File: src/lapf_pkg.sv
package lapf_pkg;

  localparam int PIX_W     = 8;
  localparam int CFG_W     = 11;
  localparam int CFG_IDX_W = 2;
  localparam int COL_SUM_W = PIX_W + 2;   // three pixels
  localparam int SUM_W     = PIX_W + 4;   // nine pixels

  localparam logic [CFG_IDX_W-1:0] CFG_FRAME_WIDTH  = CFG_IDX_W'(0);
  localparam logic [CFG_IDX_W-1:0] CFG_FRAME_HEIGHT = CFG_IDX_W'(1);

  localparam logic [CFG_W-1:0] CFG_SIZE_RESET = CFG_W'(512);

  localparam int CENTRE_WEIGHT = 8;
  localparam logic [PIX_W-1:0] PIX_MAX = PIX_W'(255);

  typedef logic [PIX_W-1:0] pix_t;

  // one window column, top row first
  typedef struct packed {
    pix_t top;
    pix_t mid;
    pix_t bot;
  } col_t;

endpackage

File: src/lapf_cell.sv
module lapf_cell (
  input  logic                                clk,
  input  logic                                shift,
  input  lapf_pkg::col_t                      col_in,
  output lapf_pkg::col_t                      col_q,
  output logic [lapf_pkg::COL_SUM_W-1:0]      col_sum
);

  always_ff @(posedge clk) begin
    if (shift) begin
      col_q <= col_in;
    end
  end

  assign col_sum = lapf_pkg::COL_SUM_W'(col_q.top) + lapf_pkg::COL_SUM_W'(col_q.mid)
                 + lapf_pkg::COL_SUM_W'(col_q.bot);

endmodule

File: config.mk
export PLATFORM = sky130hd
export DESIGN_NAME = lapf_cell
export DESIGN_NICKNAME = d
export VERILOG_FILES = /design/src/lapf_pkg.sv /design/src/lapf_cell.sv
export SDC_FILE = /design/constraint.sdc
export NUM_CORES = 1
export LEC_CHECK = 0
export BUFFER_PORTS_ARGS = -buffer_cell sky130_fd_sc_hd__buf_2
export CORE_UTILIZATION = 48
export DETAILED_ROUTE_END_ITERATION = 10
export PLACE_DENSITY = 0.83
export SETUP_SLACK_MARGIN = 0.2
export SYNTH_ARGS = -nofsm -noshare
export SYNTH_HDL_FRONTEND = slang
export SYNTH_SLANG_ARGS = --single-unit
export TNS_END_PERCENT = 1
File: constraint.sdc
create_clock -name clk -period 3.83 [get_ports clk]
set_clock_uncertainty 0.1 [all_clocks]
set_input_delay 0.1915 -clock clk [delete_from_list [all_inputs] [get_ports clk]]
set_output_delay 0.1915 -clock clk [all_outputs]
set_load 0.005 [all_outputs]
==> reports/results.ini <==
[worst_setup_path]
worstPathCellList = fa_1 -> ha_1 -> a211oi_1 -> nor3_1 -> nor4b_1 -> a211oi_1 -> buf_2
critPathMostFrequentCell = a211oi_1
start_kind = flip-flop
critPathCaptureType = primary output
worstPathMaxFanout = 2
cp.arrival_ps = 2620
worst_ep_required_time_ps = 3540
max_stage_delay_ps = 550
worstSetupPathType = reg2out
crit_slowest_cell = fa_1

[floorplanning]
initial_core_util = 0.5300
coreArea_um2 = 2297
die_x_um = 52.36
die_h_um = 52.36
placementRows = 17
die-area_um2 = 2742
io_pins = 60

[synthesis]
yosys_register_bits = 24
synth-edff-count = 24
synth_common_cells = 24 x edfxtp_1, 9 x fa_1, 9 x inv_1
yosys-top-cells-area = edfxtp_1 59%, fa_1 15%, ha_1 7.2%, xnor2_1 2.9%, inv_1 2.8%
netlist_instances = 77
synth-seq-area-share = 0.5920
syn_avg_cell_area_um2 = 15.81
ys_dominant_reg_cell = edfxtp_1
yosys_warnings = 0
synth.most_common_cell = edfxtp_1
ys_async_sr_fraction = 0
synth_fp_nets = 119
ys_types = 23
synth_top_area_frac = 0.5920
synth_area_leader_cell = edfxtp_1
netlist_area_um2 = 1217

[timing]
finalWorstSetupSlack_ps = 915.2
worst_slew_pin_slew_ps = 522.3
period_needed_ps = 2915
relSlewSlack = 0.6518
setup_viol = 0
timing.fmax_mhz = 343.1
rsz0062_at_grt = no
drv_slew = 0
period_share = 0.7611
tns_ps = 0
hold_violations = 0

[routing]
vias_per_cell = 4.849
wl_per_cell_um = 14.97
vias = 931
first_pass_iters = 4
drcViolationCount = 0
totalWireLength_mm = 2.875
ant_nets = 0
drt_iter0_drc = 15

[finish]
top_register = col_q
layout.nets = 207
final.fill_count = 140
drive_above_1_share = 0.4024
register_area_um2 = 720.7
multi_input_area_um2 = 462.9
diodes = 0
fin_area_um2 = 1841
largest_reg_flops = 24
top_regs = col_q (24)
area_delta_synth_final_pct = 51.18

[min_path]
hp-class = in2reg

[power]
ir_drop_v = 0.0003746
p_total_w = 0.0008131
p_per_area_nw_per_um2 = 441.8
p_leak_nw = 0.8304

[global_route]
grt-ovfl-total = 0
grt_pass1_vias = 970
grt_pass1_wl_mm = 4.257
grt_usage = 0.2280
grt_max_degree = 25
antenna_found_initial = 0

[place]
portBuffers = 59
place_ws_ps = 1240
routabilityCongestion = 0.7394
placed_area_um2 = 1548
post-dp-hpwl_mm = 1.879

[clock_network]
postCtsSetupRepairBufs = 0
cts_tree = done
clk_path_buf_depth = 2
cts_sinks = 24
clk_pin_slew_ps = 140
cts_root_buf = clkbuf_4
cts_buffers = 3
htree_levels = 1

[run]
cap_viol_max_count = 0

[outcome]
status = finished, final reports clean

-- placed cells by master (no fill, tap or decap), types with 2 or more instances in the layout --
| master | count |
|---|---|
| ha_1 | 7 |
| nand2_1 | 2 |
| fa_1 | 9 |
| edfxtp_1 | 24 |
| a211oi_1 | 2 |
| clkbuf_4 | 3 |
| o21bai_1 | 2 |
| nor2_1 | 2 |
| a21oi_1 | 3 |
| inv_1 | 9 |
| buf_2 | 59 |
| xnor2_1 | 4 |
| dlygate4sd3_1 | 24 |
-- final cells by class --
class / count / share of cell area
flip-flops and latches: 24 / 0.3916
repair buffers: 83 / 0.2910
multi-input cells: 44 / 0.2515
well taps: 28 / 0.01903
inverters: 9 / 0.01835
clock inverters: 1 / 0.01632
clock buffers: 3 / 0.01224
-- timing repair --
action                    CTS  global route
hold buffers               24             0
hold endpoints to repair   24             0
gates resized for setup     0             0
-- kinds of logic (layout without fill, tap and decap cells) --
family / count (synthesis) / count (layout) / share of synthesized area
simple gates: 11 / 11 / 0.05653
flops: 24 / 24 / 0.5920
compound gates: 12 / 12 / 0.06782
xor+xnor: 5 / 5 / 0.03597
buf+inv: 9 / 96 / 0.02775
fa+ha+maj: 16 / 16 / 0.2199
-- per-layer routing --
| metal | vias to the layer above | global-route usage | wire length, um |
|---|---|---|---|
| met1 | 446 | 0.2227 | 1026 |
| met2 | 32 | 0.4789 | 1739 |
| met3 | 4 | 0.02029 | 66 |
| li1 | 449 | - | - |
| met5 | - | 0 | 0 |
| met4 | 0 | 0.07456 | 42 |
-- critical path: cells and delay by family, from the launching register on --
family          cells  cell delay, ps
buf+inv             1             140
fa+ha+maj           2             880
compound gates      2             400
flops               1             440
simple gates        2             450
-- path summary, 6_finish.rpt --
check | from | to | slack, ps | cells past startpoint
worst max-delay path | col_q[2]$_DFFE_PP_ | col_sum[8] | 920 | 7
worst min-delay path | shift | col_q[3]$_DFFE_PP_ | 280 | 1
-- report_power, final --
group          leakage, nW  switching (W)  internal [W]
Sequential           0.235      0.0000139      0.000313
Combinational        0.568       0.000144      0.000163
Clock               0.0279      0.0000736      0.000106
Total                0.830       0.000232      0.000581
-- through the flow --
stage | hold slack [ps] | utilization | cells
after CTS | 275.0 | 0.8012 | 192
after detailed placement | 269.6 | 0.6737 | 164
after global placement | 268.0 | 0.6737 | 164
final | 283.2 | 0.8012 | 192
after global routing | 287.5 | 0.8012 | 192
after floorplan | 190.4 | - | 77
Note: power is estimated with default switching activity, not from simulation.
